--- config.mk ---
export PLATFORM = sky130hd
export DESIGN_NAME = integer_to_radix_digits_top_flat
export DESIGN_NICKNAME = d
export VERILOG_FILES = /design/src/rtl/core/itrd_pkg.sv /design/src/rtl/core/itrd_in_if.sv /design/src/rtl/core/itrd_out_if.sv /design/src/rtl/core/itrd_ram.sv /design/src/rtl/core/itrd_divider.sv /design/src/rtl/core/integer_to_radix_digits_top.sv /design/src/flat_wrapper.sv
export VERILOG_INCLUDE_DIRS = /design/src /design/src/rtl/core
export SDC_FILE = /design/constraint.sdc
export NUM_CORES = 1
export LEC_CHECK = 0
export ABC_AREA = 1
export BUFFER_PORTS_ARGS = -buffer_cell sky130_fd_sc_hd__buf_2
export CORE_ASPECT_RATIO = 1.4
export CORE_UTILIZATION = 61
export CTS_CLUSTER_DIAMETER = 100
export DETAILED_ROUTE_END_ITERATION = 8
export GPL_TIMING_DRIVEN = 0
export PLACE_DENSITY_LB_ADDON = 0.12
export SLEW_MARGIN = 5
export SYNTH_ARGS = -nofsm -noshare
export SYNTH_HDL_FRONTEND = slang
export SYNTH_HIERARCHICAL = 1
export SYNTH_SLANG_ARGS = --single-unit
--- constraint.sdc ---
create_clock -name clk -period 2.43 [get_ports clk]
set_input_delay 0.1215 -clock clk [delete_from_list [all_inputs] [get_ports clk]]
set_output_delay 0.1215 -clock clk [all_outputs]
set_load 0.03 [all_outputs]
--- src/rtl/core/assert_macros.svh ---
// ---------------------------------------------------------------------------
// assert_macros.svh
// Concurrent assertion shorthands shared by the RTL.
// ---------------------------------------------------------------------------
`ifndef ASSERT_MACROS_SVH
`define ASSERT_MACROS_SVH

// Same-cycle implication, held off during reset.
`define ASSERT_IMPL(lbl, clk, rst_n, ante, cons, msg) \
  lbl: assert property (@(posedge clk) disable iff (!rst_n) (ante) |-> (cons)) else $error(msg);

// Next-cycle implication, held off during reset.
`define ASSERT_NEXT(lbl, clk, rst_n, ante, cons, msg) \
  lbl: assert property (@(posedge clk) disable iff (!rst_n) (ante) |=> (cons)) else $error(msg);

`endif

--- src/rtl/core/itrd_pkg.sv ---
// ---------------------------------------------------------------------------
// itrd_pkg
// Shared constants and helpers of the radix digit converter.
// ---------------------------------------------------------------------------
package itrd_pkg;

  localparam int VALUE_WIDTH_DEF = 31;
  localparam int MAX_DIGITS_DEF  = 32;

  localparam int RADIX_W = 5;
  localparam int DIGIT_W = 4;
  localparam int CHAR_W  = 7;

  localparam logic [RADIX_W-1:0] RADIX_MIN   = 5'd2;
  localparam logic [RADIX_W-1:0] RADIX_MAX   = 5'd16;
  localparam logic [RADIX_W-1:0] RADIX_RESET = 5'd16;

  localparam logic [CHAR_W-1:0]  CHAR_ZERO = 7'h30;  // '0'
  localparam logic [CHAR_W-1:0]  CHAR_A    = 7'h41;  // 'A'
  localparam logic [DIGIT_W-1:0] DEC_LIMIT = 4'd10;
  localparam logic [CHAR_W-1:0]  CHAR_NONE = 7'h00;

  typedef logic [RADIX_W-1:0] radix_t;
  typedef logic [DIGIT_W-1:0] digit_t;
  typedef logic [CHAR_W-1:0]  char_t;

  // Clamp the programmed base into 2..16.
  function automatic radix_t eff_radix(input radix_t r);
    radix_t res;
    if (r < RADIX_MIN) begin
      res = RADIX_MIN;
    end else if (r > RADIX_MAX) begin
      res = RADIX_MAX;
    end else begin
      res = r;
    end
    return res;
  endfunction

  function automatic char_t digit_to_ascii(input digit_t d);
    char_t res;
    if (d < DEC_LIMIT) begin
      res = CHAR_ZERO + char_t'(d);
    end else begin
      res = CHAR_A + char_t'(d - DEC_LIMIT);
    end
    return res;
  endfunction

endpackage

--- src/rtl/core/itrd_in_if.sv ---
// ---------------------------------------------------------------------------
// itrd_in_if
// Input channel: one integer per item, valid/ready handshake.
// ---------------------------------------------------------------------------
interface itrd_in_if #(
  parameter int VALUE_WIDTH = 31
);
  logic                   valid;
  logic                   ready;
  logic [VALUE_WIDTH-1:0] value;

  modport source (output valid, output value, input ready);
  modport sink   (input valid, input value, output ready);
endinterface

--- src/rtl/core/itrd_out_if.sv ---
// ---------------------------------------------------------------------------
// itrd_out_if
// Result channel: one ASCII digit or a no_digits marker per item, valid/ready handshake.
// ---------------------------------------------------------------------------
interface itrd_out_if;
  logic       valid;
  logic       ready;
  logic [6:0] digit_char;
  logic       is_last;
  logic       no_digits;

  modport source (output valid, output digit_char, output is_last, output no_digits,
                  input ready);
  modport sink   (input valid, input digit_char, input is_last, input no_digits,
                  output ready);
endinterface

--- src/rtl/core/itrd_ram.sv ---
// ---------------------------------------------------------------------------
// itrd_ram
// Generic single-write, single-read RAM with registered read data.
// ---------------------------------------------------------------------------
module itrd_ram #(
  parameter  int WIDTH  = 4,
  parameter  int DEPTH  = 32,
  localparam int ADDR_W = (DEPTH > 1) ? $clog2(DEPTH) : 1
) (
  input  logic              clk,
  input  logic              we,
  input  logic [ADDR_W-1:0] waddr,
  input  logic [WIDTH-1:0]  wdata,
  input  logic              re,
  input  logic [ADDR_W-1:0] raddr,
  output logic [WIDTH-1:0]  rdata
);

  logic [WIDTH-1:0] mem [DEPTH];

  always_ff @(posedge clk) begin
    if (we) begin
      mem[waddr] <= wdata;
    end
    if (re) begin
      rdata <= mem[raddr];
    end
  end

endmodule

--- src/rtl/core/itrd_divider.sv ---
// ---------------------------------------------------------------------------
// itrd_divider
// Restoring divider, one quotient bit per cycle, divisor 2..16.
// ---------------------------------------------------------------------------
module itrd_divider
  import itrd_pkg::*;
#(
  parameter int VALUE_WIDTH = VALUE_WIDTH_DEF
) (
  input  logic                   clk,
  input  logic                   rst_n,
  input  logic                   start,
  input  logic [VALUE_WIDTH-1:0] dividend,
  input  radix_t                 divisor,
  output logic                   done,
  output logic [VALUE_WIDTH-1:0] quotient,
  output digit_t                 remainder
);

  localparam int CNT_W = (VALUE_WIDTH > 1) ? $clog2(VALUE_WIDTH) : 1;

  logic                   busy_r, busy_nxt;
  logic                   done_r, done_nxt;
  logic [CNT_W-1:0]       cnt_r, cnt_nxt;
  logic [VALUE_WIDTH-1:0] dvd_r, dvd_nxt;
  digit_t                 rem_r, rem_nxt;
  logic [RADIX_W-1:0]     trial;
  logic                   fits;

  // Partial remainder stays below the divisor, so 4 bits plus the next bit do.
  assign trial = {rem_r, dvd_r[VALUE_WIDTH-1]};
  assign fits  = trial >= divisor;

  always_comb begin
    busy_nxt = busy_r;
    done_nxt = 1'b0;
    cnt_nxt  = cnt_r;
    dvd_nxt  = dvd_r;
    rem_nxt  = rem_r;
    if (start) begin
      busy_nxt = 1'b1;
      cnt_nxt  = CNT_W'(VALUE_WIDTH - 1);
      dvd_nxt  = dividend;
      rem_nxt  = '0;
    end else if (busy_r) begin
      dvd_nxt = {dvd_r[VALUE_WIDTH-2:0], fits};
      rem_nxt = fits ? DIGIT_W'(trial - divisor) : trial[DIGIT_W-1:0];
      cnt_nxt = cnt_r - 1'b1;
      if (cnt_r == '0) begin
        busy_nxt = 1'b0;
        done_nxt = 1'b1;
      end
    end
  end

  always_ff @(posedge clk) begin
    if (!rst_n) begin
      busy_r <= 1'b0;
      done_r <= 1'b0;
    end else begin
      busy_r <= busy_nxt;
      done_r <= done_nxt;
    end
    cnt_r <= cnt_nxt;
    dvd_r <= dvd_nxt;
    rem_r <= rem_nxt;
  end

  assign done      = done_r;
  assign quotient  = dvd_r;
  assign remainder = rem_r;

endmodule

--- src/rtl/core/integer_to_radix_digits_top.sv ---
// ---------------------------------------------------------------------------
// integer_to_radix_digits_top
// Converts a non-negative integer into ASCII digits of a programmable base.
// ---------------------------------------------------------------------------
//
//   channel  | dir | handshake         | payload
//   ---------+-----+-------------------+-------------------------------------
//   in_ch    | in  | valid / ready     | value [VALUE_WIDTH-1:0]
//   out_ch   | out | valid / ready     | digit_char[6:0], is_last, no_digits
//   cfg      | in  | cfg_we            | cfg_wdata[4:0] = radix
//
// One item at a time. Each digit comes from one pass of the bit-serial
// divider, then the digit store is read back with one read in flight at a
// time. A zero value gives one no_digits result. Reset (rst_n, sync) clears
// control and sets radix to 16; the digit store needs no clearing. A stalled
// out_ch holds digit readout and the no_digits result only.
// ---------------------------------------------------------------------------
`include "assert_macros.svh"

module integer_to_radix_digits_top
  import itrd_pkg::*;
#(
  parameter int VALUE_WIDTH = VALUE_WIDTH_DEF,
  parameter int MAX_DIGITS  = MAX_DIGITS_DEF
) (
  input  logic          clk,
  input  logic          rst_n,
  itrd_in_if.sink       in_ch,
  itrd_out_if.source    out_ch,
  input  logic          cfg_we,
  input  logic [4:0]    cfg_wdata
);

  localparam int ADDR_W = (MAX_DIGITS > 1) ? $clog2(MAX_DIGITS) : 1;
  localparam logic [ADDR_W-1:0] LAST_ADDR = ADDR_W'(MAX_DIGITS - 1);

  // Control states
  localparam logic [1:0] S_IDLE = 2'd0;  // waiting for an item
  localparam logic [1:0] S_ZERO = 2'd1;  // zero value, post the no_digits result
  localparam logic [1:0] S_DIV  = 2'd2;  // dividing, remainders go to the store
  localparam logic [1:0] S_EMIT = 2'd3;  // reading digits back, MS first

  logic [1:0]        state_r, state_nxt;
  radix_t            radix_r;
  logic [ADDR_W-1:0] wr_addr_r, wr_addr_nxt;
  logic [ADDR_W-1:0] rd_addr_r, rd_addr_nxt;
  logic              rd_pend_r, rd_pend_nxt;
  logic              rd_last_r, rd_last_nxt;

  logic              out_valid_r, out_valid_nxt;
  char_t             out_char_r, out_char_nxt;
  logic              out_last_r, out_last_nxt;
  logic              out_nod_r, out_nod_nxt;

  logic                   in_acc;
  logic                   out_free;
  logic                   div_start;
  logic [VALUE_WIDTH-1:0] div_dividend;
  logic                   div_done;
  logic [VALUE_WIDTH-1:0] div_quot;
  digit_t                 div_rem;
  logic                   div_stop;
  logic                   ram_we;
  logic                   rd_issue;
  digit_t                 ram_rdata;

  // -------------------------------------------------------------------------
  // Radix register; the clamp to 2..16 is applied on use.
  // -------------------------------------------------------------------------
  always_ff @(posedge clk) begin
    if (!rst_n) begin
      radix_r <= RADIX_RESET;
    end else if (cfg_we) begin
      radix_r <= cfg_wdata;
    end
  end

  assign in_ch.ready = (state_r == S_IDLE);
  assign in_acc      = in_ch.valid && in_ch.ready;
  assign out_free    = !out_valid_r || out_ch.ready;

  // -------------------------------------------------------------------------
  // Divider: first pass takes the input, later passes chain the quotient.
  // -------------------------------------------------------------------------
  assign div_stop     = (div_quot == '0) || (wr_addr_r == LAST_ADDR);
  assign div_start    = (in_acc && (in_ch.value != '0)) ||
                        ((state_r == S_DIV) && div_done && !div_stop);
  assign div_dividend = (state_r == S_IDLE) ? in_ch.value : div_quot;

  itrd_divider #(
    .VALUE_WIDTH (VALUE_WIDTH)
  ) u_div (
    .clk       (clk),
    .rst_n     (rst_n),
    .start     (div_start),
    .dividend  (div_dividend),
    .divisor   (eff_radix(radix_r)),
    .done      (div_done),
    .quotient  (div_quot),
    .remainder (div_rem)
  );

  // -------------------------------------------------------------------------
  // Digit store. Writes happen only while dividing and reads only while
  // emitting, so the same entry is never written and read in one cycle.
  // -------------------------------------------------------------------------
  assign ram_we   = (state_r == S_DIV) && div_done;
  assign rd_issue = (state_r == S_EMIT) && !rd_pend_r && out_free;

  itrd_ram #(
    .WIDTH (DIGIT_W),
    .DEPTH (MAX_DIGITS)
  ) u_store (
    .clk   (clk),
    .we    (ram_we),
    .waddr (wr_addr_r),
    .wdata (div_rem),
    .re    (rd_issue),
    .raddr (rd_addr_r),
    .rdata (ram_rdata)
  );

  // -------------------------------------------------------------------------
  // Sequencer and output register
  // -------------------------------------------------------------------------
  always_comb begin
    state_nxt     = state_r;
    wr_addr_nxt   = wr_addr_r;
    rd_addr_nxt   = rd_addr_r;
    rd_pend_nxt   = 1'b0;
    rd_last_nxt   = rd_last_r;
    out_valid_nxt = out_valid_r && !out_ch.ready;
    out_char_nxt  = out_char_r;
    out_last_nxt  = out_last_r;
    out_nod_nxt   = out_nod_r;

    case (state_r)
      S_IDLE: begin
        if (in_acc) begin
          wr_addr_nxt = '0;
          state_nxt   = (in_ch.value == '0) ? S_ZERO : S_DIV;
        end
      end
      S_ZERO: begin
        if (out_free) begin
          out_valid_nxt = 1'b1;
          out_char_nxt  = CHAR_NONE;
          out_last_nxt  = 1'b1;
          out_nod_nxt   = 1'b1;
          state_nxt     = S_IDLE;
        end
      end
      S_DIV: begin
        if (div_done) begin
          wr_addr_nxt = wr_addr_r + 1'b1;
          if (div_stop) begin
            rd_addr_nxt = wr_addr_r;
            state_nxt   = S_EMIT;
          end
        end
      end
      S_EMIT: begin
        if (rd_issue) begin
          rd_pend_nxt = 1'b1;
          rd_last_nxt = (rd_addr_r == '0);
          rd_addr_nxt = rd_addr_r - 1'b1;
        end
        // Read data lands in the cycle after issue; the output slot is free then.
        if (rd_pend_r) begin
          out_valid_nxt = 1'b1;
          out_char_nxt  = digit_to_ascii(ram_rdata);
          out_last_nxt  = rd_last_r;
          out_nod_nxt   = 1'b0;
          if (rd_last_r) begin
            state_nxt = S_IDLE;
          end
        end
      end
      default: begin
        state_nxt = S_IDLE;
      end
    endcase
  end

  always_ff @(posedge clk) begin
    if (!rst_n) begin
      state_r     <= S_IDLE;
      rd_pend_r   <= 1'b0;
      out_valid_r <= 1'b0;
    end else begin
      state_r     <= state_nxt;
      rd_pend_r   <= rd_pend_nxt;
      out_valid_r <= out_valid_nxt;
    end
    wr_addr_r  <= wr_addr_nxt;
    rd_addr_r  <= rd_addr_nxt;
    rd_last_r  <= rd_last_nxt;
    out_char_r <= out_char_nxt;
    out_last_r <= out_last_nxt;
    out_nod_r  <= out_nod_nxt;
  end

  assign out_ch.valid      = out_valid_r;
  assign out_ch.digit_char = out_char_r;
  assign out_ch.is_last    = out_last_r;
  assign out_ch.no_digits  = out_nod_r;

  // -------------------------------------------------------------------------
  // Assertions
  // -------------------------------------------------------------------------
  `ASSERT_IMPL(a_rd_slot_free, clk, rst_n, rd_pend_r, !out_valid_r, "read data with output slot full")
  `ASSERT_NEXT(a_acc_leaves_idle, clk, rst_n, in_acc, (state_r == S_ZERO) || (state_r == S_DIV), "accepted item did not start")
  `ASSERT_NEXT(a_last_to_idle, clk, rst_n, rd_pend_r && rd_last_r, state_r == S_IDLE, "last digit did not end item")

endmodule

--- src/flat_wrapper.sv ---
// flat-port wrapper written by rule: the top's interface ports become plain ports
module integer_to_radix_digits_top_flat import itrd_pkg::*;
#(
  parameter int VALUE_WIDTH = VALUE_WIDTH_DEF,
  parameter int MAX_DIGITS  = MAX_DIGITS_DEF
)
  (clk, rst_n, cfg_we, cfg_wdata, in_ch_valid, in_ch_value, in_ch_ready, out_ch_valid, out_ch_digit_char, out_ch_is_last, out_ch_no_digits, out_ch_ready);
  itrd_in_if #(.VALUE_WIDTH(VALUE_WIDTH)) in_ch_i ();
  itrd_out_if out_ch_i ();
  input  logic clk;
  input  logic rst_n;
  input  logic cfg_we;
  input  logic [4:0] cfg_wdata;
  input wire logic [$bits(in_ch_i.valid)-1:0] in_ch_valid;
  input wire logic [$bits(in_ch_i.value)-1:0] in_ch_value;
  output wire logic [$bits(in_ch_i.ready)-1:0] in_ch_ready;
  output wire logic [$bits(out_ch_i.valid)-1:0] out_ch_valid;
  output wire logic [$bits(out_ch_i.digit_char)-1:0] out_ch_digit_char;
  output wire logic [$bits(out_ch_i.is_last)-1:0] out_ch_is_last;
  output wire logic [$bits(out_ch_i.no_digits)-1:0] out_ch_no_digits;
  input wire logic [$bits(out_ch_i.ready)-1:0] out_ch_ready;
  assign in_ch_i.valid = in_ch_valid;
  assign in_ch_i.value = in_ch_value;
  assign in_ch_ready = in_ch_i.ready;
  assign out_ch_valid = out_ch_i.valid;
  assign out_ch_digit_char = out_ch_i.digit_char;
  assign out_ch_is_last = out_ch_i.is_last;
  assign out_ch_no_digits = out_ch_i.no_digits;
  assign out_ch_i.ready = out_ch_ready;
  integer_to_radix_digits_top #(.VALUE_WIDTH(VALUE_WIDTH), .MAX_DIGITS(MAX_DIGITS)) u_core (.clk(clk), .rst_n(rst_n), .in_ch(in_ch_i), .out_ch(out_ch_i), .cfg_we(cfg_we), .cfg_wdata(cfg_wdata));
endmodule
======== Word-level counts from Yosys, hierarchy flattened ========
Memories as Yosys holds them, arrays and structs flattened. A register that Yosys moved wholly into a read port is not among the register bits.
Cells that the tools add are included.
Widths: inputs -> output; s select.
storage, ports and cells
  bits in registers ....................... 71
  memory bits (writable) .................. 128
  input port bits ......................... 41
  output and inout bits ................... 11
  logic and storage cells ................. 113
  memories kept ........................... 1
memory list
  memory              words  width  rd ports  clocked after memory_dff  write ports  RTL line        text
  u_core.u_store.mem  32     4      1         1                         1            itrd_ram.sv:19  logic [WIDTH-1:0] mem [DEPTH];
cells by class
  add/sub/neg operators ................... 7
  magnitude comparators ................... 4
  equal/unequal tests ..................... 12
  mux-type cells .......................... 40
  bitwise operators ....................... 2
  reductions and logical operators ........ 32
operators with widths
  cell                 count
  $mux 31              3
  $logic_not 31->1     2
  $mux 5               7
  $reduce_bool 31->1   1
  $mux 7               3
  $pmux 5 s2           2
  $mux 2               7
  $pmux 7 s2           1
  $mux 1               12
  $ne 2x1->1 const B   6
  $logic_not 5->1      2
  $sub 5x1->5 const B  2
  $pmux 2 s4           1
  $reduce_bool 2->1    4
  $add 6x4->7 const A  1
  $add 7x7->7 const A  1
  $logic_and 1x1->1    7
  $pmux 1 s2           3
  $reduce_and 2->1     3
  $reduce_and 3->1     2
  $reduce_and 6->1     1
  $add 5x1->5 const B  1
  $eq 5x5->1 const B   1
  $ge 5x5->1           1
  other kinds (15)     23

======== Logic depth before layout (Yosys ltp) ========
Gate-level depths: netlist of run 1.
  depth in word-level cells ............... 7
  mapped depth ............................ 14
  gate-level depth less buffers ........... 14

======== Modules after synthesis ========
Netlist of run 1, hierarchy kept.
modules (own cells, without submodules)
  module                       times used  cells each  area an instance (um^2)  sequential area each (um^2)
  itrd_ram                     1           486         5536.6                   3963.8
  integer_to_radix_digits_top  1           325         2115.8                   780.7
  itrd_divider                 1           228         2021.9                   1151.1

======== Worst setup path before layout of run 1 ========
No wires, ideal clock.
  path type ............................... register -> register
  start point ............................. register u_core.wr_addr_r[0]
  end point ............................... register u_core.u_div.dvd_r[0], in the netlist u_core/u_div/quotient[0], enable pin
  library setup time ...................... 371 ps
  data arrival time ....................... 1751 ps
  required time ........................... 2059 ps
  slack ................................... 309 ps
  cell stages (with the launch flop) ...... 11
  buffers on the path ..................... 1
  clock period less this slack ............ 2121 ps
  cell sequence ........................... edfxtp_1 ha_1 nand2_1 nor2_1 ha_1 inv_1 nand3_1 o21ai_1 buf_6 nor2_4 inv_2
on the way
  longest elaborated chain between the ends .. 7
  elaborated cells between the ends (all ways) .. 8
  those cells by class .................... eq/ne: 2; reduce/logical: 6
RTL lines
  element                                                           RTL line                            text
  start, declared                                                   integer_to_radix_digits_top.sv:45   logic [ADDR_W-1:0] wr_addr_r, wr_addr_nxt;
  start signal, assigned                                            integer_to_radix_digits_top.sv:195  wr_addr_r <= wr_addr_nxt;
  $eq 5x5->1 (*)                                                    integer_to_radix_digits_top.sv:85   assign div_stop = (div_quot == '0) || (wr_addr_r == LAST_ADDR);
  $logic_or 1x1->1 (*)                                              integer_to_radix_digits_top.sv:85
  $logic_not 1->1 (*)                                               integer_to_radix_digits_top.sv:87   ((state_r == S_DIV) && div_done && !div_stop);
  $logic_and 1x1->1 (*)                                             integer_to_radix_digits_top.sv:87
  $logic_or 1x1->1 (*)                                              integer_to_radix_digits_top.sv:86   assign div_start = (in_acc && (in_ch.value != '0)) ||
  net u_core.div_start                                              integer_to_radix_digits_top.sv:57   logic div_start;
  $ne 2x1->1 (no source line) or $reduce_bool 2->1 (tied branches)  --
  $reduce_and 2->1 (no source line) (*)                             --
  end signal, assigned                                              itrd_divider.sv:65                  dvd_r <= dvd_nxt;
  end, declared                                                     itrd_divider.sv:25                  logic [VALUE_WIDTH-1:0] dvd_r, dvd_nxt;
Mark *: on every way through the listed nets, which the timed path passes. The rest lies on a longest branch.
A chain may end at the register's enable or synchronous reset.

======== Final worst setup path of run 1 ========
  start point ............................. register u_core.state_r[1]
  end point ............................... memory u_core.u_store.mem[23][0], enable pin
on the way
  longest elaborated chain between the ends .. 4
RTL lines
  element                       RTL line                            text
  start, declared               integer_to_radix_digits_top.sv:43   logic [1:0] state_r, state_nxt;
  start signal, assigned        integer_to_radix_digits_top.sv:191  state_r <= state_nxt;
  $eq 2x2->1                    integer_to_radix_digits_top.sv:107  assign ram_we = (state_r == S_DIV) && div_done;
  $logic_and 1x1->1             integer_to_radix_digits_top.sv:107
  net u_core.ram_we             integer_to_radix_digits_top.sv:63   logic ram_we;
  $mux 1                        itrd_ram.sv:22                      if (we) begin
  $mux 1 (implied by the code)  itrd_ram.sv:23                      mem[waddr] <= wdata;
  end, declared                 itrd_ram.sv:19
The timed path passes the listed nets, and every way through them passes these cells.

==> results of run 1 <==
kinds of logic (layout without fill, tap and decap cells):
group                      Yosys count  in the layout  synth area share [%]
adders and majority gates           16             16                  2.15
xor gates and xnor gates             7              7                 0.634
AOI/OAI and AO/OA                   42             42                  2.47
and+or+nand+nor                    670            670                  28.6
DFF                                203            203                  60.9
buffers and inverters              101            201                  5.23
registers in the layout, indices dropped and copies added (netlist names), 4 cells and up:
signal and count:
u_core/radix_r 5, u_core/u_div/cnt_r 5, u_core/wr_addr_r 5, u_core/u_div/quotient 31, u_core/u_div/remainder 4, u_core/u_store/rdata 4, u_core/out_ch.digit_char 7, u_core/u_store/mem 128
u_core/rd_addr_r 5
worst paths after layout:
path | start | to | slack (ns) | cells after the start
setup / recovery | u_core/state_r[1] | u_core/u_store/mem[23][0] | 0.21 | 6
hold / removal | in_ch_value[25] | u_core/u_div/quotient[25] | 0.01 | 5
setup reg to reg | u_core/state_r[1] | u_core/u_store/mem[23][0] | 0.21 | 6
hold reg to reg | u_core/u_div/cnt_r[4] | u_core/u_div/cnt_r[4] | 0.47 | 2
through the flow:
| stage | setup slack [ns] | std cells | instance area [um^2] |
|---|---|---|---|
| 2_1_floorplan | 0.309 | 1039 | 9670 |
| 3_3_place_gp | -0.0354 | 1286 | 10200 |
| 3_5_place_dp | -0.0347 | 1286 | 10200 |
| 4_1_cts | -0.0335 | 1335 | 11000 |
| 5_1_grt | 0.0227 | 1335 | 11000 |
| 6_report | 0.212 | 1335 | 11000 |
placed cells by master, fill, tap and decap left out, types with 2 or more instances in the layout:
cell type,n
sky130_fd_sc_hd__clkinv_1,4
sky130_fd_sc_hd__dfxtp_2,4
sky130_fd_sc_hd__edfxtp_1,183
sky130_fd_sc_hd__nand3_1,126
sky130_fd_sc_hd__clkinvlp_4,4
sky130_fd_sc_hd__nand2_2,4
sky130_fd_sc_hd__ha_1,15
sky130_fd_sc_hd__xor2_1,3
sky130_fd_sc_hd__inv_2,10
sky130_fd_sc_hd__o21ai_1,4
sky130_fd_sc_hd__nor2_2,8
sky130_fd_sc_hd__dfxtp_1,16
sky130_fd_sc_hd__nand2_1,416
sky130_fd_sc_hd__xnor2_1,4
sky130_fd_sc_hd__a21oi_1,11
sky130_fd_sc_hd__inv_1,50
sky130_fd_sc_hd__buf_4,6
sky130_fd_sc_hd__nor3_1,2
sky130_fd_sc_hd__buf_6,8
sky130_fd_sc_hd__o211ai_1,2
sky130_fd_sc_hd__clkbuf_1,10
sky130_fd_sc_hd__buf_2,65
sky130_fd_sc_hd__o21ai_0,19
sky130_fd_sc_hd__clkbuf_16,21
sky130_fd_sc_hd__dlygate4sd3_1,14
sky130_fd_sc_hd__nor2_4,4
sky130_fd_sc_hd__bufinv_16,2
sky130_fd_sc_hd__nand4_1,4
sky130_fd_sc_hd__clkbuf_8,2
sky130_fd_sc_hd__nor2_1,98
sky130_fd_sc_hd__nand3_2,4
synthesized netlist by cell type (all sizes together):
master and instances:
xor2 3, nor2 110, fa 1, xnor2 4, a211oi 1, a22oi 1
o21ai 23, nand2 421, o21a 1, nand4 4, dfxtp 20, a21oi 13
o211ai 2, nand3 130, nand3b 1, clkbuf 10, ha 15, a31oi 1
inv 62, or2 1, buf 29, edfxtp 183, nor3 2, nor3b 1
power groups by stage:
stage | clock network [W] | logic, W | registers [W]
CTS | 0.00309 | 0.00164 | 0.00474
detailed placement | 0 | 0.00160 | 0.00481
floorplan | 0 | 0.00119 | 0.00463
global route | 0.00322 | 0.00186 | 0.00478
finish | 0.00306 | 0.00166 | 0.00474
global placement | 0 | 0.00156 | 0.00481
final cells by class:
type / instances / area share (%)
Sequential cell: 203 / 53.7
Multi-Input combinational cell: 735 / 30.0
Clock buffer: 24 / 4.88
Timing Repair Buffer: 65 / 3.60
Buffer: 39 / 2.46
Tap cell: 196 / 2.23
Inverter: 62 / 2.18
Clock inverter: 11 / 1.00
worst register-to-register path, delay by kind of cell (launching register included):
family	cells	cell delay [ns]
buf+inv	2	0.17
simple gates	4	1.25
flops	1	0.46
what timing repair did:
action,in CTS,in global routing
hold endpoints to repair,11,0
resized for setup,3,7
hold buffers,14,0
endpoints found under the setup margin,44,185
routing by layer:
| metal | track usage (%) | vias up |
|---|---|---|
| met1 | 31.1 | 3463 |
| met3 | 3.36 | 61 |
| met5 | 0 | - |
| met4 | 13.9 | 0 |
| met2 | 53.0 | 294 |
| li1 | - | 3611 |
==> results_tabular.tex, run 1 <==
\begin{tabular}{lr}
\hline
Metric & Value \\
\hline
\multicolumn{2}{l}{\textbf{Routing}} \\
Met2 Wirelength & 11,900 um \\
Post-detailed-routing wire length & $\sim$22,000 um \\
Mean routed wirelength per cell & between 15 and 20 um \\
Met3 routed wirelength & $\sim$1400 um \\
M1 WL & 8040 um \\
Via-to-Cell Ratio & 5.56 \\
First-iteration detailed-routing DRC count & 480 \\
Number of vias in the routed layout & between 7,000 and 8,000 \\
Top sig layer & met4 \\
Antenna-violating nets left & 0 \\
Iteration count of the initial detailed-routing pass & 5 \\
Final routed DRC violation total & 0 \\
\multicolumn{2}{l}{\textbf{Power}} \\
Static power due to leakage & 4.63 nW \\
Comb power frac & 17.6\% \\
Share of total power in sequential cells & about 50\% \\
Power per unit of standard cell area & about 860 nW/um\^{}2 \\
Switching power & approximately 0.0028 W \\
Clock Power Share & between 30\% and 40\% \\
Internal power & around 0.0067 W \\
Tot Pwr & between 0.009 and 0.01 W \\
Maximum ir drop on the vdd rail & approximately 0.56 mV \\
Switching power share of the total & about 30\% \\
\multicolumn{2}{l}{\textbf{Place}} \\
Dpl hpwl & 15,000 um \\
Gp weighted congestion & approximately 0.9 \\
Number of port buffers & slightly above 50 \\
\multicolumn{2}{l}{\textbf{Clocking}} \\
Clock Root Buffer & sky130\_fd\_sc\_hd\_\_clkbuf\_16 \\
Clock tree from TritonCTS & built \\
Number of clock buffers inserted by TritonCTS & 20 \\
Number of setup buffers added after CTS & 0 \\
Clock network latency to the later pin of the worst-skew pair & 0.49 ns \\
Clock input transition at the sequential cells of the worst setup and hold paths & 0.07 ns \\
Clock Sinks & $\sim$200 \\
Max Buffers Root-to-Sink & 3 \\
H-tree lvl count & 1 \\
\multicolumn{2}{l}{\textbf{Floorplan}} \\
Standard-cell row count & 54 \\
Core footprint & around 16,000 um\^{}2 \\
Initial standard-cell utilization of the core & $\sim$62\% \\
Die X & between 100 and 150 um \\
Die Height & $\sim$150 um \\
\# IOs & 52 \\
Total die area & 16,400 um\^{}2 \\
\multicolumn{2}{l}{\textbf{Timing}} \\
Final critical-path share of the clock period & approximately 91\% \\
Measured slew at the worst slew-check pin & $\sim$0.76 ns \\
Hold slack final & about 0.013 ns \\
RSZ-0062 raised after global routing & no \\
Setup-violating endpoint count in the final report & 0 \\
Clock period minus worst slack & roughly 2.2 ns \\
Total negative slack & 0 ns \\
F\_max & 0.451 GHz \\
Max Slew Vio Count & 0 \\
Worst-case headroom to the max-slew limit & about half \\
Final hold violation count & 0 \\
Skew final & 0.0138 ns \\
\multicolumn{2}{l}{\textbf{Synth}} \\
Number of warnings issued by yosys & 6 \\
Cells taking the most area after synthesis & sky130\_fd\_sc\_hd\_\_edfxtp\_1 57\%, sky130\_fd\_sc\_hd\_\_nand2\_1 16\%, sky130\_fd\_sc\_hd\_\_nand3\_1 6.7\%, sky130\_fd\_sc\_hd\_\_dfxtp\_1 4.1\%, sky130\_fd\_sc\_hd\_\_nor2\_1 3.9\% \\
Avg Inst Size Synth & 9.31 um\^{}2 \\
Unique cell type count in the Yosys netlist & 38 \\
Cell count after synthesis & roughly 1,000 \\
Cell type with the highest aggregate area in the netlist & sky130\_fd\_sc\_hd\_\_edfxtp\_1 \\
Top-area cell type share of the netlist area & 56.8\% \\
Register area share after synthesis & between 60\% and 70\% \\
Net Count, Synth & 1,096 \\
Total of flip-flops plus latches after synthesis & roughly 200 \\
Post-Synthesis Cell Area & 9670 um\^{}2 \\
\multicolumn{2}{l}{\textbf{GRT}} \\
Leftover overflow at the end of global routing & 0 \\
Maximum number of pins on one net before global-route repair & 36 \\
Number of antenna violations at the first check in global routing & 0 \\
Overall global routing resource usage & 28.3\% \\
Vias in the first global route & 7,163 \\
Wire length of the first global-routing pass & roughly 35,000 um \\
\multicolumn{2}{l}{\textbf{Critical path}} \\
Number of buffers and inverters on the critical path & 2 \\
Kind of launch point of the worst setup path & register \\
Cell class contributing the biggest share of worst-path delay & simple AND/OR/NAND/NOR gates \\
Type of the worst setup path & register to register \\
Slowest cell on the critical path & sky130\_fd\_sc\_hd\_\_dfxtp\_1 \\
Largest driver fanout on the critical path & 8 \\
Endpoint required time on the critical path & 2.59 ns \\
Critical path data arrival time & around 2.4 ns \\
Cell-by-cell listing of the critical path & inv\_2 > nor2\_2 > inv\_2 > nor2\_2 > nand3\_2 > nor2\_1 \\
Worst path max stage delay & between 0.4 and 0.5 ns \\
Crit path capture type & register \\
\multicolumn{2}{l}{\textbf{Finish}} \\
Finished Core Util & 70.8\% \\
Nets@finish & around 1,200 \\
Total area of multi-input combinational cells & 3300 um\^{}2 \\
Area growth from synthesis to layout & 13.7\% \\
FF+latch area & about 5900 um\^{}2 \\
Filler cells & $\sim$1,200 \\
Antenna Diode Count & 0 \\
Fraction of layout instances using a drive strength above 1 & 13.2\% \\
\multicolumn{2}{l}{\textbf{Run status}} \\
Result of the run & finished clean \\
\multicolumn{2}{l}{\textbf{Worst hold path}} \\
Hold/Removal Path Class & input port to register \\
\multicolumn{2}{l}{\textbf{Flow run}} \\
Max-cap check violation count & 0 \\
\hline
\end{tabular}
Power figures use the tool's default switching activity.
==> run 2, diff against run 1 <==
--- a/config.mk
+++ b/config.mk
@@ -17,5 +17,4 @@
 export SLEW_MARGIN = 5
 export SYNTH_ARGS = -nofsm -noshare
 export SYNTH_HDL_FRONTEND = slang
-export SYNTH_HIERARCHICAL = 1
 export SYNTH_SLANG_ARGS = --single-unit
==> results_tabular.tex, run 2 <==
\begin{tabular}{lr}
\hline
Metric & Value \\
\hline
\multicolumn{2}{l}{\textbf{Routing}} \\
Mean routed wirelength per cell & about 18 um \\
Iteration count of the initial detailed-routing pass & 5 \\
Post-detailed-routing wire length & roughly 22,000 um \\
Via-to-Cell Ratio & between 5 and 6 \\
Final routed DRC violation total & 0 \\
Antenna-violating nets left & 0 \\
Number of vias in the routed layout & roughly 7,000 \\
First-iteration detailed-routing DRC count & approximately 550 \\
\multicolumn{2}{l}{\textbf{Finish}} \\
Filler cells & 999 \\
Antenna Diode Count & 0 \\
Nets@finish & 1,091 \\
Post-layout instance area & $\sim$11,000 um\^{}2 \\
Top library cells by usage in the layout, fill and taps aside & 187 x sky130\_fd\_sc\_hd\_\_nor2\_1, 183 x sky130\_fd\_sc\_hd\_\_edfxtp\_1, 175 x sky130\_fd\_sc\_hd\_\_nand2\_1 \\
Most common cell after layout, fill and taps aside & sky130\_fd\_sc\_hd\_\_nor2\_1 \\
Max reg flops & around 130 \\
Biggest register & u\_core.u\_store.mem \\
Total area of multi-input combinational cells & approximately 3000 um\^{}2 \\
Finished Core Util & between 70\% and 80\% \\
Post-Layout Cell Count & $\sim$1,200 \\
FF+latch area & approximately 5900 um\^{}2 \\
Fraction of layout instances using a drive strength above 1 & approximately 11\% \\
Area growth from synthesis to layout & 18.4\% \\
\multicolumn{2}{l}{\textbf{Synth}} \\
Total of flip-flops plus latches after synthesis & 203 \\
Leading cell types by count after synthesis & 187 x sky130\_fd\_sc\_hd\_\_nor2\_1, 183 x sky130\_fd\_sc\_hd\_\_edfxtp\_1, 175 x sky130\_fd\_sc\_hd\_\_nand2\_1 \\
Top\_reg\_cell synth & sky130\_fd\_sc\_hd\_\_edfxtp\_1 \\
Cells taking the most area after synthesis & sky130\_fd\_sc\_hd\_\_edfxtp\_1 60\%, sky130\_fd\_sc\_hd\_\_nor2\_1 7.6\%, sky130\_fd\_sc\_hd\_\_nand2\_1 7.2\%, sky130\_fd\_sc\_hd\_\_nand3\_1 4.5\%, sky130\_fd\_sc\_hd\_\_dfxtp\_1 4.4\% \\
Cell type with the highest aggregate area in the netlist & sky130\_fd\_sc\_hd\_\_edfxtp\_1 \\
Post-Synthesis Cell Area & around 9200 um\^{}2 \\
Cell count after synthesis & 914 \\
Net Count, Synth & $\sim$970 \\
Number of warnings issued by yosys & 0 \\
Count of flip-flops with a built-in enable after synthesis & between 150 and 200 \\
Unique cell type count in the Yosys netlist & 31 \\
Fraction of registers with async set/reset & 0\% \\
Leading cell type by number of instances after synthesis & sky130\_fd\_sc\_hd\_\_nor2\_1 \\
Top-area cell type share of the netlist area & between 50\% and 60\% \\
Avg Inst Size Synth & 10.0 um\^{}2 \\
Register area share after synthesis & between 60\% and 70\% \\
\multicolumn{2}{l}{\textbf{Critical path}} \\
Endpoint required time on the critical path & about 2.8 ns \\
Kind of launch point of the worst setup path & register \\
Worst-case reg-to-reg path depth & 8 \\
Critical path data arrival time & 2.65 ns \\
Largest driver fanout on the critical path & 11 \\
Crit path capture type & register \\
Type of the worst setup path & register to register \\
\multicolumn{2}{l}{\textbf{Power}} \\
Static power due to leakage & about 4.2 nW \\
Switching power & around 0.0019 W \\
Internal power & roughly 0.0064 W \\
Switching power share of the total & between 20\% and 30\% \\
Clock Power Share & 39.0\% \\
Power per unit of standard cell area & roughly 760 nW/um\^{}2 \\
Share of total power in sequential cells & 52.8\% \\
Comb power frac & 8.2\% \\
Maximum ir drop on the vdd rail & slightly below 0.7 mV \\
\multicolumn{2}{l}{\textbf{GRT}} \\
Leftover overflow at the end of global routing & 0 \\
Maximum number of pins on one net before global-route repair & 37 \\
Wire length of the first global-routing pass & 34,800 um \\
Overall global routing resource usage & between 20 and 30\% \\
Number of antenna violations at the first check in global routing & 0 \\
Vias in the first global route & between 6,000 and 7,000 \\
\multicolumn{2}{l}{\textbf{Place}} \\
Dpl hpwl & 14,300 um \\
Gp weighted congestion & around 0.94 \\
Area after DPL & about 9700 um\^{}2 \\
Number of port buffers & 50 \\
Post-Place Cells & roughly 1,200 \\
\multicolumn{2}{l}{\textbf{Clocking}} \\
Clock Sinks & a little over 200 \\
Number of clock buffers inserted by TritonCTS & 20 \\
Clock network latency to the later pin of the worst-skew pair & approximately 0.50 ns \\
Max Buffers Root-to-Sink & 3 \\
Clock input transition at the sequential cells of the worst setup and hold paths & around 0.060 ns \\
Clock tree from TritonCTS & built \\
Clock Root Buffer & sky130\_fd\_sc\_hd\_\_clkbuf\_16 \\
H-tree lvl count & 1 \\
\multicolumn{2}{l}{\textbf{Floorplan}} \\
Core footprint & 14,600 um\^{}2 \\
Total die area & about 16,000 um\^{}2 \\
Initial standard-cell utilization of the core & between 60\% and 70\% \\
Die Height & around 150 um \\
Die X & 106 um \\
\# IOs & between 50 and 60 \\
Standard-cell row count & 52 \\
\multicolumn{2}{l}{\textbf{Worst hold path}} \\
Number of cells on the worst hold path & 3 \\
Hold/Removal Path Class & input port to register \\
\multicolumn{2}{l}{\textbf{Timing}} \\
Final hold violation count & 0 \\
Final critical-path share of the clock period & a little over nine tenths \\
Max Slew Vio Count & 0 \\
Skew final & around 0.012 ns \\
Setup-violating endpoint count in the final report & 0 \\
F\_max & about 0.44 GHz \\
Measured slew at the worst slew-check pin & slightly below 0.8 ns \\
Worst-case headroom to the max-slew limit & a little under half \\
Clock period minus worst slack & about 2.3 ns \\
RSZ-0062 raised after global routing & no \\
\multicolumn{2}{l}{\textbf{Flow run}} \\
Max-cap check violation count & 0 \\
\multicolumn{2}{l}{\textbf{Run status}} \\
Result of the run & finished clean \\
\hline
\end{tabular}
==> run 2: cell types whose count changed after synthesis, moves of 8 or more <==
cell and change:
sky130_fd_sc_hd__clkbuf_1 +16, sky130_fd_sc_hd__nand2_1 -241, sky130_fd_sc_hd__nand3_1 -48, sky130_fd_sc_hd__nor2_1 +87, sky130_fd_sc_hd__o211ai_1 +9, sky130_fd_sc_hd__o21ai_0 +61
sky130_fd_sc_hd__o22ai_1 +8
==> run 2: layout make-up <==
cell class / instances / area share, %
buffer: 38 / 1.63
clock buffer: 28 / 5.35
clock inverter: 8 / 1.06
inverter: 60 / 2.07
multi-input combinational: 614 / 26.9
sequential: 203 / 54.3
tap: 189 / 2.18
timing repair buffer: 94 / 6.54
==> run 2: layer usage <==
layer / part of all wire (%) / GRT usage, %
met1: 36 / 34.0
met2: 52 / 53.0
met3: 6.6 / 3.73
met4: 5.1 / 15.0
met5: 0 / 0
==> run 2: power groups by stage <==
stage               Clock (W)  Combinational (W)  Sequential, W
floorplan                   0           0.000438        0.00433
global placement            0           0.000565        0.00445
detailed placement          0           0.000574        0.00446
CTS                   0.00325           0.000638        0.00438
global route          0.00338           0.000770        0.00441
finish                0.00324           0.000679        0.00439
==> run 2: kinds of logic (layout without fill, tap and decap cells) <==
| group | Yosys count | after routing | share of synthesized area (%) |
|---|---|---|---|
| XOR/XNOR | 10 | 10 | 0.954 |
| adder cells (fa/ha/maj) | 19 | 19 | 2.67 |
| flip-flops | 203 | 203 | 64.2 |
| AO/OA/AOI/OAI | 117 | 118 | 6.90 |
| buffers and inverters | 98 | 228 | 4.39 |
| AND/OR/NAND/NOR | 467 | 467 | 20.9 |
==> run 2: worst paths after layout <==
kind	start	to	slack, ns
setup / recovery	u_core.rd_addr_r[1]	u_core.u_store.rdata[3]	0.15
hold / removal	rst_n	u_core.u_div.busy_r	0.05
setup reg to reg	u_core.rd_addr_r[1]	u_core.u_store.rdata[3]	0.15
hold reg to reg	u_core.u_div.cnt_r[2]	u_core.u_div.cnt_r[2]	0.52
==> run 2: worst max-delay path, cell delays in order (launching register included) <==
cell and delay (ns):
sky130_fd_sc_hd__edfxtp_1 0.44, sky130_fd_sc_hd__clkinv_1 0.23, sky130_fd_sc_hd__clkbuf_1 0.52, sky130_fd_sc_hd__o21ai_0 0.26, sky130_fd_sc_hd__o22ai_1 0.30, sky130_fd_sc_hd__nand2_1 0.09, sky130_fd_sc_hd__nand4_1 0.13, sky130_fd_sc_hd__nand2_1 0.11
sky130_fd_sc_hd__inv_1 0.06
==> run 2: repair_timing <==
action	4_1_cts	5_1_grt
cloned	1	0
hold endpoints to repair	36	0
setup endpoints to repair	36	36
pin swaps	1	2
hold buffers	42	0
resized for setup	5	2
setup buffers	0	2
==> run 2: through the flow <==
step	total power (W)	TNS, ns	hold slack (ns)	setup slack [ns]
after floorplan	0.00477	0	0.234	0.224
after global placement	0.00502	-6.80	0.335	-0.382
after detailed placement	0.00503	-7.90	0.348	-0.404
after CTS	0.00827	0	0.0423	0.0605
after global routing	0.00856	0	0.0736	0.0359
final	0.00831	0	0.0459	0.152
==> run 3, diff against run 2 <==
--- a/config.mk
+++ b/config.mk
@@ -9,10 +9,9 @@
 export ABC_AREA = 1
 export BUFFER_PORTS_ARGS = -buffer_cell sky130_fd_sc_hd__buf_2
 export CORE_ASPECT_RATIO = 1.4
-export CORE_UTILIZATION = 61
+export CORE_UTILIZATION = 35
 export CTS_CLUSTER_DIAMETER = 100
 export DETAILED_ROUTE_END_ITERATION = 8
-export GPL_TIMING_DRIVEN = 0
 export PLACE_DENSITY_LB_ADDON = 0.12
 export SLEW_MARGIN = 5
 export SYNTH_ARGS = -nofsm -noshare
==> results_tabular.tex, run 3 (synthesized netlist as in run 2, its figures left out) <==
\begin{tabular}{lr}
\hline
Metric & Value \\
\hline
\multicolumn{2}{l}{\textbf{Timing}} \\
Measured slew at the worst slew-check pin & roughly 0.77 ns \\
Final critical-path share of the clock period & around nine tenths \\
Skew final & between 0.01 and 0.015 ns \\
F\_max & 0.464 GHz \\
Max Slew Vio Count & 0 \\
Hold slack final & about 0.025 ns \\
Worst-case headroom to the max-slew limit & 48.6\% \\
Final hold violation count & 0 \\
Total negative slack & 0 ns \\
Clock period minus worst slack & roughly 2.2 ns \\
RSZ-0062 raised after global routing & no \\
Setup-violating endpoint count in the final report & 0 \\
\multicolumn{2}{l}{\textbf{GRT}} \\
Leftover overflow at the end of global routing & 0 \\
Overall global routing resource usage & between 10\% and 20\% \\
Wire length of the first global-routing pass & roughly 36,000 um \\
Number of antenna violations at the first check in global routing & 0 \\
Vias in the first global route & about 7,000 \\
Maximum number of pins on one net before global-route repair & $\sim$50 \\
\multicolumn{2}{l}{\textbf{Floorplan}} \\
Core footprint & approximately 26,000 um\^{}2 \\
Initial standard-cell utilization of the core & 35.9\% \\
Total die area & 26,900 um\^{}2 \\
Die Height & about 190 um \\
Die X & 139 um \\
Standard-cell row count & between 60 and 70 \\
\# IOs & between 50 and 60 \\
\multicolumn{2}{l}{\textbf{Finish}} \\
Antenna Diode Count & 0 \\
Fraction of layout instances using a drive strength above 1 & 12.4\% \\
Max reg flops & 128 \\
Filler cells & approximately 2,500 \\
Biggest register & u\_core.u\_store.mem \\
Area growth from synthesis to layout & 21.3\% \\
FF+latch area & around 5900 um\^{}2 \\
Most common cell after layout, fill and taps aside & sky130\_fd\_sc\_hd\_\_nor2\_1 \\
Total area of multi-input combinational cells & between 2000 and 3000 um\^{}2 \\
Finished Core Util & between 40\% and 50\% \\
Top library cells by usage in the layout, fill and taps aside & 187 x sky130\_fd\_sc\_hd\_\_nor2\_1, 183 x sky130\_fd\_sc\_hd\_\_edfxtp\_1, 175 x sky130\_fd\_sc\_hd\_\_nand2\_1 \\
Nets@finish & roughly 1,100 \\
Post-layout instance area & 11,100 um\^{}2 \\
\multicolumn{2}{l}{\textbf{Clocking}} \\
Clock input transition at the sequential cells of the worst setup and hold paths & roughly 0.060 ns \\
Clock Root Buffer & sky130\_fd\_sc\_hd\_\_clkbuf\_16 \\
Total of cells resized after clock tree synthesis & 0 \\
H-tree lvl count & 1 \\
Max Buffers Root-to-Sink & 3 \\
Number of clock buffers inserted by TritonCTS & 21 \\
Number of setup buffers added after CTS & 0 \\
Clock tree from TritonCTS & built \\
Clock Sinks & $\sim$200 \\
Clock network latency to the later pin of the worst-skew pair & $\sim$0.50 ns \\
\multicolumn{2}{l}{\textbf{Run status}} \\
Result of the run & finished clean \\
\multicolumn{2}{l}{\textbf{Power}} \\
Tot Pwr & about 0.0084 W \\
Maximum ir drop on the vdd rail & $\sim$0.43 mV \\
Static power due to leakage & roughly 4.3 nW \\
Power per unit of standard cell area & about 760 nW/um\^{}2 \\
\multicolumn{2}{l}{\textbf{Critical path}} \\
Crit path capture type & register \\
Kind of launch point of the worst setup path & register \\
Worst r2r src & u\_core.u\_div.quotient[21] \\
Worst setup path endpoint & u\_core.u\_div.quotient[17] \\
Reg2reg end & u\_core.u\_div.quotient[17] \\
Endpoint required time on the critical path & 2.56 ns \\
Type of the worst setup path & register to register \\
Worst-case register-to-register setup slack & 0.28 ns \\
Largest driver fanout on the critical path & 15 \\
Worst-case reg-to-reg path depth & 9 \\
Source of the critical timing path & u\_core.u\_div.quotient[21] \\
Critical path data arrival time & 2.28 ns \\
\multicolumn{2}{l}{\textbf{Place}} \\
Number of port buffers & between 50 and 60 \\
Area after DPL & 10000 um\^{}2 \\
Gp weighted congestion & between 0.7 and 0.8 \\
Dpl hpwl & between 10,000 and 15,000 um \\
\multicolumn{2}{l}{\textbf{Flow run}} \\
Max-cap check violation count & 0 \\
\multicolumn{2}{l}{\textbf{Routing}} \\
Via-to-Cell Ratio & about 4.9 \\
Final routed DRC violation total & 0 \\
Antenna-violating nets left & 0 \\
Post-detailed-routing wire length & 22,500 um \\
First-iteration detailed-routing DRC count & 285 \\
Number of vias in the routed layout & about 6,700 \\
Mean routed wirelength per cell & 16.5 um \\
Iteration count of the initial detailed-routing pass & 4 \\
\multicolumn{2}{l}{\textbf{Worst hold path}} \\
Hold/Removal Path Class & input port to register \\
\hline
\end{tabular}
run 3: how the worst min path moves through the flow:
stage,slack (ns),start,endpoint,cells after the start
after floorplan,0.23,cfg_we,u_core.radix_r[4],1
after global placement,0.35,cfg_wdata[1],u_core.radix_r[1],3
after detailed placement,0.36,cfg_wdata[2],u_core.radix_r[2],3
after CTS,0.009,out_ch_ready,u_core.out_ch.valid,4
after global routing,0.02,out_ch_ready,u_core.out_ch.valid,4
final,0.03,out_ch_ready,u_core.out_ch.valid,4
run 3: cell type report:
class,count,share of cell area [%]
clock buffers,27,5.01
clock inverters,9,1.26
inverters,60,2.02
multi-input cells,614,26.1
flip-flops and latches,203,52.9
well taps,319,3.58
repair buffers,133,9.12
run 3: stage by stage:
step	cells	setup WS, ns
after global placement	1285	0.113
after global routing	1365	0.0333
final	1365	0.277
after CTS	1364	0.0633
after floorplan	914	0.224
after detailed placement	1285	0.0784
run 3: where the power goes:
part	internal, W	switching, W
Clock	0.00204	0.00130
Combinational	0.000306	0.000588
Sequential	0.00411	0.0000659
run 3: what timing repair did:
action,CTS,global route
setup endpoints to repair,0,31
hold buffers,43,0
hold endpoints to repair,39,0
run 3: routing by layer:
layer,wire [um],part of all wire (%),GRT usage [%],vias up
met3,804,3.6,2.30,24
met2,12500,55,34.1,123
li1,-,-,-,3360
met5,0,0,0,-
met4,378,1.7,4.40,0
met1,8860,39,18.7,3158
run 3: worst max-delay path, stage by stage, from the launching register on:
cell,delay [ns]
sky130_fd_sc_hd__edfxtp_1,0.39
sky130_fd_sc_hd__nor2_1,0.12
sky130_fd_sc_hd__nand2_1,0.05
sky130_fd_sc_hd__nor2_1,0.18
sky130_fd_sc_hd__nand2_1,0.09
sky130_fd_sc_hd__nor2_1,0.11
sky130_fd_sc_hd__nor2_1,0.05
sky130_fd_sc_hd__nand2_2,0.08
sky130_fd_sc_hd__nand2_4,0.07
sky130_fd_sc_hd__o21ai_2,0.63
